===== src/rtl/img_pad_pkg.sv =====
// ----------------------------------------------------------------------------
// img_pad_pkg
// Shared widths, register indexes and format codes for the border padder.
// ----------------------------------------------------------------------------
package img_pad_pkg;

  localparam int unsigned PixW    = 24;
  localparam int unsigned DimW    = 14;
  localparam int unsigned BordW   = 12;
  localparam int unsigned SumW    = DimW + 1;
  localparam int unsigned CtrlW   = 4;
  localparam int unsigned CfgIdxW = 3;
  localparam int unsigned CfgDatW = 24;

  localparam logic [DimW-1:0]  MaxImageDim = DimW'(8192);
  localparam logic [BordW-1:0] MaxBorder   = BordW'(4095);

  typedef logic [PixW-1:0]    pixel_t;
  typedef logic [DimW-1:0]    dim_t;
  typedef logic [BordW-1:0]   bord_t;
  typedef logic [SumW-1:0]    sum_t;
  typedef logic [CfgIdxW-1:0] cfg_idx_t;
  typedef logic [CfgDatW-1:0] cfg_dat_t;

  // register indexes
  localparam cfg_idx_t RegBorderLeft   = 3'd0;
  localparam cfg_idx_t RegBorderRight  = 3'd1;
  localparam cfg_idx_t RegBorderTop    = 3'd2;
  localparam cfg_idx_t RegBorderBottom = 3'd3;
  localparam cfg_idx_t RegImageWidth   = 3'd4;
  localparam cfg_idx_t RegImageHeight  = 3'd5;
  localparam cfg_idx_t RegBorderColor  = 3'd6;
  localparam cfg_idx_t RegControl      = 3'd7;

  // pixel format codes, control[1:0]
  localparam logic [1:0] FmtRgb24  = 2'd0;
  localparam logic [1:0] FmtRgb565 = 2'd1;
  localparam logic [1:0] FmtIndex8 = 2'd2;

  // control bit positions
  localparam int unsigned CtrlCentred  = 2;
  localparam int unsigned CtrlUseFirst = 3;

endpackage


===== src/rtl/img_pad_if.sv =====
// ----------------------------------------------------------------------------
// img_pad_if
// Valid/ready channel interfaces: source pixels, padded results, config.
// ----------------------------------------------------------------------------
interface img_pad_src_if;
  import img_pad_pkg::*;

  logic   valid;
  logic   ready;
  pixel_t src_pixel;

  modport source (output valid, output src_pixel, input ready);
  modport sink   (input valid, input src_pixel, output ready);
endinterface

interface img_pad_res_if;
  import img_pad_pkg::*;

  logic   valid;
  logic   ready;
  pixel_t out_pixel;
  logic   src_consumed;
  logic   row_end;
  logic   frame_end;

  modport source (output valid, output out_pixel, output src_consumed,
                  output row_end, output frame_end, input ready);
  modport sink   (input valid, input out_pixel, input src_consumed,
                  input row_end, input frame_end, output ready);
endinterface

interface img_pad_cfg_if;
  import img_pad_pkg::*;

  logic     valid;
  logic     ready;
  cfg_idx_t addr;
  cfg_dat_t data;

  modport source (output valid, output addr, output data, input ready);
  modport sink   (input valid, input addr, input data, output ready);
endinterface


===== src/rtl/image_border_padder_unit.sv =====
// ----------------------------------------------------------------------------
// image_border_padder_unit
// Constant-border image padder: one output pixel for every source transfer.
// ----------------------------------------------------------------------------
//
//  channel  dir  payload                                   notes
//  -------  ---  ----------------------------------------  --------------------
//  src_i    in   src_pixel                                 one per output pixel
//  res_o    out  out_pixel, src_consumed, row_end,         registered
//                frame_end
//  cfg_i    in   addr (register index), data               always ready
//
//  Each source transfer yields exactly one result, registered on the same
//  edge; it appears on res_o in the next cycle. Throughput is one pixel
//  per clock unless res_o stalls, set by the single result register.
//  src_i stays ready while the result register is empty or being drained,
//  so a stall on res_o stalls src_i in the same cycle. Reset clears the
//  counters, the latched fill and the registers to their defaults (image
//  1x1, no border, RGB24).
module image_border_padder_unit (
  input  logic                   clk_i,
  input  logic                   rst_ni,
  img_pad_src_if.sink            src_i,
  img_pad_res_if.source          res_o,
  img_pad_cfg_if.sink            cfg_i
);
  import img_pad_pkg::*;

  // --------------------------------------------------------------------------
  // Configuration registers
  // --------------------------------------------------------------------------
  bord_t              bord_left_q, bord_right_q, bord_top_q, bord_bottom_q;
  dim_t               img_width_q, img_height_q;
  pixel_t             bord_color_q;
  logic [CtrlW-1:0]   control_q;
  logic               cfg_we;

  assign cfg_i.ready = 1'b1;
  assign cfg_we      = cfg_i.valid & cfg_i.ready;

  always_ff @(posedge clk_i or negedge rst_ni) begin
    if (!rst_ni) begin
      bord_left_q   <= '0;
      bord_right_q  <= '0;
      bord_top_q    <= '0;
      bord_bottom_q <= '0;
      img_width_q   <= DimW'(1);
      img_height_q  <= DimW'(1);
      bord_color_q  <= '0;
      control_q     <= '0;
    end else if (cfg_we) begin
      unique case (cfg_i.addr)
        RegBorderLeft:   bord_left_q   <= cfg_i.data[BordW-1:0];
        RegBorderRight:  bord_right_q  <= cfg_i.data[BordW-1:0];
        RegBorderTop:    bord_top_q    <= cfg_i.data[BordW-1:0];
        RegBorderBottom: bord_bottom_q <= cfg_i.data[BordW-1:0];
        RegImageWidth:   img_width_q   <= cfg_i.data[DimW-1:0];
        RegImageHeight:  img_height_q  <= cfg_i.data[DimW-1:0];
        RegBorderColor:  bord_color_q  <= cfg_i.data[PixW-1:0];
        RegControl:      control_q     <= cfg_i.data[CtrlW-1:0];
        default: ;
      endcase
    end
  end

  // --------------------------------------------------------------------------
  // Effective geometry (derived combinationally; the user must change config only while idle, not enforced here)
  // --------------------------------------------------------------------------
  logic [1:0] fmt;
  logic       centred, use_first;
  dim_t       w_eff, h_eff;
  bord_t      bl_clamp, br_clamp, bt_clamp, bb_clamp;
  bord_t      bl_eff, br_eff, bt_eff, bb_eff;
  logic [BordW:0] bl_up, bt_up;
  sum_t       left_end, top_end, out_w, out_h, last_col, last_row;

  assign fmt       = control_q[1:0];
  assign centred   = control_q[CtrlCentred];
  assign use_first = control_q[CtrlUseFirst];

  function automatic dim_t clamp_dim(dim_t v);
    dim_t r;
    if (v == '0)              r = DimW'(1);
    else if (v > MaxImageDim) r = MaxImageDim;
    else                      r = v;
    return r;
  endfunction

  function automatic bord_t clamp_bord(bord_t v);
    return (v > MaxBorder) ? MaxBorder : v;
  endfunction

  assign w_eff    = clamp_dim(img_width_q);
  assign h_eff    = clamp_dim(img_height_q);
  assign bl_clamp = clamp_bord(bord_left_q);
  assign br_clamp = clamp_bord(bord_right_q);
  assign bt_clamp = clamp_bord(bord_top_q);
  assign bb_clamp = clamp_bord(bord_bottom_q);

  // centred: larger half goes left/top
  assign bl_up = {1'b0, bl_clamp} + (BordW+1)'(1);
  assign bt_up = {1'b0, bt_clamp} + (BordW+1)'(1);

  always_comb begin
    if (centred) begin
      bl_eff = bl_up[BordW:1];
      br_eff = bl_clamp >> 1;
      bt_eff = bt_up[BordW:1];
      bb_eff = bt_clamp >> 1;
    end else begin
      bl_eff = bl_clamp;
      br_eff = br_clamp;
      bt_eff = bt_clamp;
      bb_eff = bb_clamp;
    end
  end

  assign left_end = SumW'(bl_eff) + SumW'(w_eff);
  assign top_end  = SumW'(bt_eff) + SumW'(h_eff);
  assign out_w    = left_end + SumW'(br_eff);
  assign out_h    = top_end + SumW'(bb_eff);
  assign last_col = out_w - SumW'(1);
  assign last_row = out_h - SumW'(1);

  // --------------------------------------------------------------------------
  // Raster counters and pixel selection
  // --------------------------------------------------------------------------
  dim_t   col_q, col_d, row_q, row_d;
  pixel_t fill_q, fill_d;
  logic   in_acc, frame_start, in_win, rend, fend;
  pixel_t fill_pix, raw_pix, masked_pix;

  // result register
  logic   res_vld_q;
  pixel_t res_pix_q;
  logic   res_cons_q, res_rend_q, res_fend_q;

  assign src_i.ready = ~res_vld_q | res_o.ready;
  assign in_acc      = src_i.valid & src_i.ready;

  assign frame_start = (col_q == '0) && (row_q == '0);
  assign fill_d      = (in_acc && frame_start) ? src_i.src_pixel : fill_q;

  always_comb begin
    if (use_first) begin
      fill_pix = fill_d;
    end else if (fmt == FmtRgb565) begin
      fill_pix = {8'h00, bord_color_q[23:19], bord_color_q[15:10], bord_color_q[7:3]};
    end else begin
      fill_pix = bord_color_q;
    end
  end

  assign in_win  = ({1'b0, col_q} >= SumW'(bl_eff)) && ({1'b0, col_q} < left_end) &&
                   ({1'b0, row_q} >= SumW'(bt_eff)) && ({1'b0, row_q} < top_end);
  assign raw_pix = in_win ? src_i.src_pixel : fill_pix;

  always_comb begin
    unique case (fmt)
      FmtRgb565: masked_pix = {8'h00, raw_pix[15:0]};
      FmtIndex8: masked_pix = {16'h0000, raw_pix[7:0]};
      default:   masked_pix = raw_pix;
    endcase
  end

  // a counter past a shrunken frame ends the row / frame at once
  assign rend = ({1'b0, col_q} >= last_col);
  assign fend = rend && ({1'b0, row_q} >= last_row);

  always_comb begin
    col_d = col_q;
    row_d = row_q;
    if (in_acc) begin
      if (rend) begin
        col_d = '0;
        row_d = fend ? '0 : row_q + DimW'(1);
      end else begin
        col_d = col_q + DimW'(1);
      end
    end
  end

  always_ff @(posedge clk_i or negedge rst_ni) begin
    if (!rst_ni) begin
      col_q  <= '0;
      row_q  <= '0;
      fill_q <= '0;
    end else begin
      col_q  <= col_d;
      row_q  <= row_d;
      fill_q <= fill_d;
    end
  end

  always_ff @(posedge clk_i or negedge rst_ni) begin
    if (!rst_ni) begin
      res_vld_q <= 1'b0;
    end else if (src_i.ready) begin
      res_vld_q <= src_i.valid;
    end
  end

  always_ff @(posedge clk_i) begin
    if (in_acc) begin
      res_pix_q  <= masked_pix;
      res_cons_q <= in_win;
      res_rend_q <= rend;
      res_fend_q <= fend;
    end
  end

  assign res_o.valid        = res_vld_q;
  assign res_o.out_pixel    = res_pix_q;
  assign res_o.src_consumed = res_cons_q;
  assign res_o.row_end      = res_rend_q;
  assign res_o.frame_end    = res_fend_q;

  // --------------------------------------------------------------------------
  // Assertions
  // --------------------------------------------------------------------------
  a_acc_gives_result: assert property (@(posedge clk_i) disable iff (!rst_ni)
    in_acc |=> res_o.valid)
    else $error("accepted pixel produced no result");

  a_fill_latched: assert property (@(posedge clk_i) disable iff (!rst_ni)
    (in_acc && frame_start) |=> (fill_q == $past(src_i.src_pixel)))
    else $error("first pixel of frame not latched");

  a_col_advance: assert property (@(posedge clk_i) disable iff (!rst_ni)
    (in_acc && !rend) |=> (col_q == $past(col_q) + DimW'(1)))
    else $error("column counter did not advance");

  a_no_drop: assert property (@(posedge clk_i) disable iff (!rst_ni)
    (res_o.valid && !res_o.ready) |-> !src_i.ready)
    else $error("source accepted while result stalled");

endmodule


===== src/flat_wrapper.sv =====
// flat-port wrapper written by rule: the top's interface ports become plain ports
module image_border_padder_unit_flat import img_pad_pkg::*;
  (clk_i, rst_ni, src_i_valid, src_i_src_pixel, src_i_ready, res_o_valid, res_o_out_pixel, res_o_src_consumed, res_o_row_end, res_o_frame_end, res_o_ready, cfg_i_valid, cfg_i_addr, cfg_i_data, cfg_i_ready);
  img_pad_src_if src_i_i ();
  img_pad_res_if res_o_i ();
  img_pad_cfg_if cfg_i_i ();
  input  logic clk_i;
  input  logic rst_ni;
  input wire logic [$bits(src_i_i.valid)-1:0] src_i_valid;
  input wire logic [$bits(src_i_i.src_pixel)-1:0] src_i_src_pixel;
  output wire logic [$bits(src_i_i.ready)-1:0] src_i_ready;
  output wire logic [$bits(res_o_i.valid)-1:0] res_o_valid;
  output wire logic [$bits(res_o_i.out_pixel)-1:0] res_o_out_pixel;
  output wire logic [$bits(res_o_i.src_consumed)-1:0] res_o_src_consumed;
  output wire logic [$bits(res_o_i.row_end)-1:0] res_o_row_end;
  output wire logic [$bits(res_o_i.frame_end)-1:0] res_o_frame_end;
  input wire logic [$bits(res_o_i.ready)-1:0] res_o_ready;
  input wire logic [$bits(cfg_i_i.valid)-1:0] cfg_i_valid;
  input wire logic [$bits(cfg_i_i.addr)-1:0] cfg_i_addr;
  input wire logic [$bits(cfg_i_i.data)-1:0] cfg_i_data;
  output wire logic [$bits(cfg_i_i.ready)-1:0] cfg_i_ready;
  assign src_i_i.valid = src_i_valid;
  assign src_i_i.src_pixel = src_i_src_pixel;
  assign src_i_ready = src_i_i.ready;
  assign res_o_valid = res_o_i.valid;
  assign res_o_out_pixel = res_o_i.out_pixel;
  assign res_o_src_consumed = res_o_i.src_consumed;
  assign res_o_row_end = res_o_i.row_end;
  assign res_o_frame_end = res_o_i.frame_end;
  assign res_o_i.ready = res_o_ready;
  assign cfg_i_i.valid = cfg_i_valid;
  assign cfg_i_i.addr = cfg_i_addr;
  assign cfg_i_i.data = cfg_i_data;
  assign cfg_i_ready = cfg_i_i.ready;
  image_border_padder_unit u_core (.clk_i(clk_i), .rst_ni(rst_ni), .src_i(src_i_i), .res_o(res_o_i), .cfg_i(cfg_i_i));
endmodule

===== config.mk =====
export PLATFORM = sky130hd
export DESIGN_NAME = image_border_padder_unit_flat
export DESIGN_NICKNAME = d
export VERILOG_FILES = /design/src/rtl/img_pad_pkg.sv /design/src/rtl/img_pad_if.sv /design/src/rtl/image_border_padder_unit.sv /design/src/flat_wrapper.sv
export SDC_FILE = /design/constraint.sdc
export NUM_CORES = 1
export LEC_CHECK = 0
export BUFFER_PORTS_ARGS = -buffer_cell sky130_fd_sc_hd__buf_2
export CAP_MARGIN = 10
export CORE_MARGIN = 5
export CORE_UTILIZATION = 55
export DETAILED_ROUTE_END_ITERATION = 8
export GPL_TIMING_DRIVEN = 0
export PLACE_DENSITY_LB_ADDON = 0.2
export SYNTH_ARGS = -nofsm -noshare
export SYNTH_HDL_FRONTEND = slang
export SYNTH_SLANG_ARGS = --single-unit
export TNS_END_PERCENT = 50

===== constraint.sdc =====
create_clock -name clk_i -period 7.5 [get_ports clk_i]
set_clock_uncertainty 0.05 [all_clocks]
set_input_delay 0.75 -clock clk_i [delete_from_list [all_inputs] [get_ports clk_i]]
set_output_delay 0.75 -clock clk_i [all_outputs]
set_load 0.02 [all_outputs]

==> results.toml <==
[synth]
ys_types = 63
seq_area_frac_synth = 0.355
synth-edff-count = 27
synth_seq_cells = 184
syn_area_per_cell_um2 = 9.77
yosysWarnings = 0
synth_cells = 1368
async_flop_share = 0.853
ys.flop_type = "dfrtp_1"
synth_area_um2 = 13400
synth_fp_nets = 1588

[routing]
drtAntennaViolNets = 0
dr.pass1.iters = 5
vias_per_cell = 5.85
vias = 10600
drc = 0
routed_wl_um = 33200
wl_per_cell_um = 18.4
dr.first_iter.drc_count = 943

[clock_network]
cts_buffers = 17
clkTransAtPathRegs_ps = 80
ctsHoldBuffers = 0
clock_latency_ps = 450
cts_tree = "yes"
cts.sinks = 184
ctsRootBufferMaster = "clkbuf_16"
clockBufferDepth = 2
htreeDepth = 4
post-cts-setup-buffer-count = 0

[global_route]
gr-total-overflow = 0
antenna_found_initial = 2
grt_max_degree = 89
grt_pass1_wl_um = 53900
grt_pass1_vias = 10400
grt_usage = 0.238

[sta]
fin_crit_sh = 0.927
final_max_slew_viol_count = 0
finalHoldViolations = 0
period_needed_ps = 6950
setup_viol = 0
max_freq_ghz = 0.144
relSlewSlack = 0.299
fin_hold_ws_ps = 176
setup_ws_ps = 546
worst_pin_slew_ps = 1050

[power]
power.density_nw_per_um2 = 439
seqPwrFrac = 0.215
power.share.combinational = 0.641
switching_share = 0.455
power_frac_clock = 0.144
leakage_uw = 0.00703
irDropWorstVdd_mv = 0.409
p_int_uw = 3570
power_switching_uw = 2970

[min_path]
hp-class = "input pin to async pin"

[place]
place_worst_setup_slack_ps = -35.7
hpwl_um = 25200
io_buffer_count = 82
routabilityCongestion = 0.935

[floorplan]
coreArea_um2 = 24100
num_rows = 57
die_h_um = 166
initial_core_util = 0.555
pin_count = 86
die_w_um = 166
die-area_um2 = 27500

[critical_path]
cp-start-kind = "register"
required_ps = 7770
arrival_ps = 7220
endpoint_kind = "register"
cpMaxStageDelayCell = "fa_1"
crit_type = "register to register"
max_stage_delay_ps = 410
cp_max_fo = 10

[cells_and_area]
syn_to_final_growth_pct = 11.4
fin_nets = 1691
ff_latch_area_um2 = 4740
n_fill_cell = 2093
drive_gt1_frac = 0.187
multi_input_area_um2 = 8040

[status]
status = "finished, final reports clean"

[run]
drv_cap = 0
-- cell usage after synthesis, types with 3 or more instances --
cell type	instances	area share
ha_1	160	0.15
dfrtp_1	155	0.29
mux2_2	133	0.11
o21ai_0	109	0.041
inv_1	105	0.029
nor2_1	92	0.026
a21oi_1	79	0.030
nand2_1	64	0.018
clkbuf_1	38	0.011
nand3_1	36	0.013
mux2i_1	33	0.025
xor2_1	33	0.022
nor2b_1	32	0.015
xnor2_1	30	0.020
a21o_1	27	0.015
edfxtp_1	27	0.061
nand2b_1	24	0.011
nand4_1	15	0.0070
nor3_1	15	0.0056
and3_1	11	0.0051
a211oi_1	10	0.0056
nor4_1	10	0.0047
and2_1	9	0.0042
a22oi_1	8	0.0045
o211a_1	8	0.0060
o21a_1	8	0.0045
or3_1	8	0.0037
a31oi_1	7	0.0033
a21boi_0	6	0.0034
o21bai_1	6	0.0034
a211o_1	4	0.0026
a32o_1	4	0.0030
buf_2	4	0.0015
fa_1	4	0.0060
nor3b_1	4	0.0022
o211ai_1	4	0.0022
o31ai_1	4	0.0022
buf_1	3	0.00084
mux2_4	3	0.0034
nand4b_1	3	0.0020
o2bb2ai_1	3	0.0020
or2_2	3	0.0014
-- logic make-up (layout without fill, tap and decap cells) --
| logic type | Yosys count | count (layout) | synth area share |
|---|---|---|---|
| flops | 184 | 184 | 0.355 |
| buf+inv | 153 | 269 | 0.0450 |
| simple gates | 333 | 333 | 0.124 |
| mux | 169 | 169 | 0.140 |
| fa+ha+maj | 164 | 164 | 0.156 |
| compound gates | 301 | 301 | 0.139 |
| xor+xnor | 63 | 63 | 0.0413 |
| other cells | 1 | 3 | 0.000280 |
-- cell usage in the layout (no fill, tap or decap), types with 5 or more instances in the layout --
cell type,n
a211oi_1,10
a21boi_0,5
a21o_1,27
a21oi_1,78
a22oi_1,8
a31oi_1,6
and2_1,9
and3_1,11
buf_2,85
clkbuf_1,33
clkbuf_16,17
clkinv_8,6
dfrtp_1,155
edfxtp_1,27
ha_1,160
inv_1,105
mux2_2,133
mux2i_1,33
nand2_1,64
nand2b_1,24
nand3_1,36
nand4_1,15
nor2_1,92
nor2b_1,32
nor3_1,15
nor4_1,10
o211a_1,8
o21a_1,8
o21ai_0,109
o21bai_1,6
or3_1,8
xnor2_1,30
xor2_1,33
-- sequential cells by signal, summed over array words and instances, names as in the netlist, 14 cells and up --
name	count
u_core.img_width_q	14
u_core.res_o.out_pixel	24
u_core.row_q	14
u_core.col_q	14
u_core.fill_q	24
u_core.img_height_q	14
u_core.bord_color_q	24
-- critical path, delay by kind of cell, from the launching register on --
kind / cells / cell delay (ps)
xor gates and xnor gates: 3 / 570
muxes: 1 / 370
DFF: 1 / 340
and+or+nand+nor: 7 / 1210
adders and majority gates: 5 / 1460
AOI/OAI and AO/OA: 10 / 1890
buffers and inverters: 4 / 950
-- per-layer routing --
metal	global-route usage	vias to the layer above	share of wire
met3	0.0398	58	0.054
met1	0.331	5161	0.46
li1	-	5101	-
met2	0.383	268	0.46
met5	0	-	0
met4	0.0721	0	0.027
-- stage by stage --
stage | TNS [ps] | instance area, µm² | total power [µW] | utilization | instances
6_report | 0 | 14900 | 6540 | 0.618 | 1810
5_1_grt | -23.3 | 14900 | 7250 | 0.618 | 1810
4_1_cts | 0 | 14900 | 6530 | 0.616 | 1808
3_5_place_dp | -39.8 | 14200 | 5540 | 0.591 | 1776
3_3_place_gp | -495 | 14200 | 5420 | 0.588 | 1774
2_1_floorplan | 0 | 13400 | 4650 | - | 1368
-- path summary, 6_finish.rpt --
check / start / endpoint / slack [ps] / cells after the start
worst max register to register: u_core.control_q[2] / u_core.row_q[13] / 550 / 30
worst min register to register: u_core.fill_q[10] / u_core.fill_q[10] / 450 / 1
worst min-delay path: rst_ni / u_core.col_q[2] / 180 / 1
worst max-delay path: u_core.control_q[2] / u_core.row_q[13] / 550 / 30
max in group asynchronous: rst_ni / u_core.img_height_q[0] / 6360 / 2
min in group clk_i: u_core.fill_q[10] / u_core.fill_q[10] / 450 / 1
-- power by group through the flow --
stage,Combinational [µW],Sequential [µW],Clock [µW]
floorplan,3240,1410,0
global placement,4000,1420,0
detailed placement,4110,1430,0
CTS,4170,1410,953
global route,4820,1440,993
finish,4190,1410,942
-- layout make-up --
cell class	count	share of cell area
diodes	2	0.000336
plain buffers	48	0.0148
clock buffers	17	0.0286
clock inverters	15	0.0126
inverters	105	0.0265
multi-input cells	1031	0.540
flip-flops and latches	184	0.318
well taps	324	0.0272
repair buffers	84	0.0314
-- what timing repair did --
| item | CTS | global route |
|---|---|---|
| resized for setup | 1 | 15 |
| cloned | 0 | 0 |
| endpoints found under the setup margin | 9 | 29 |
Power figures use the tool's default switching activity.
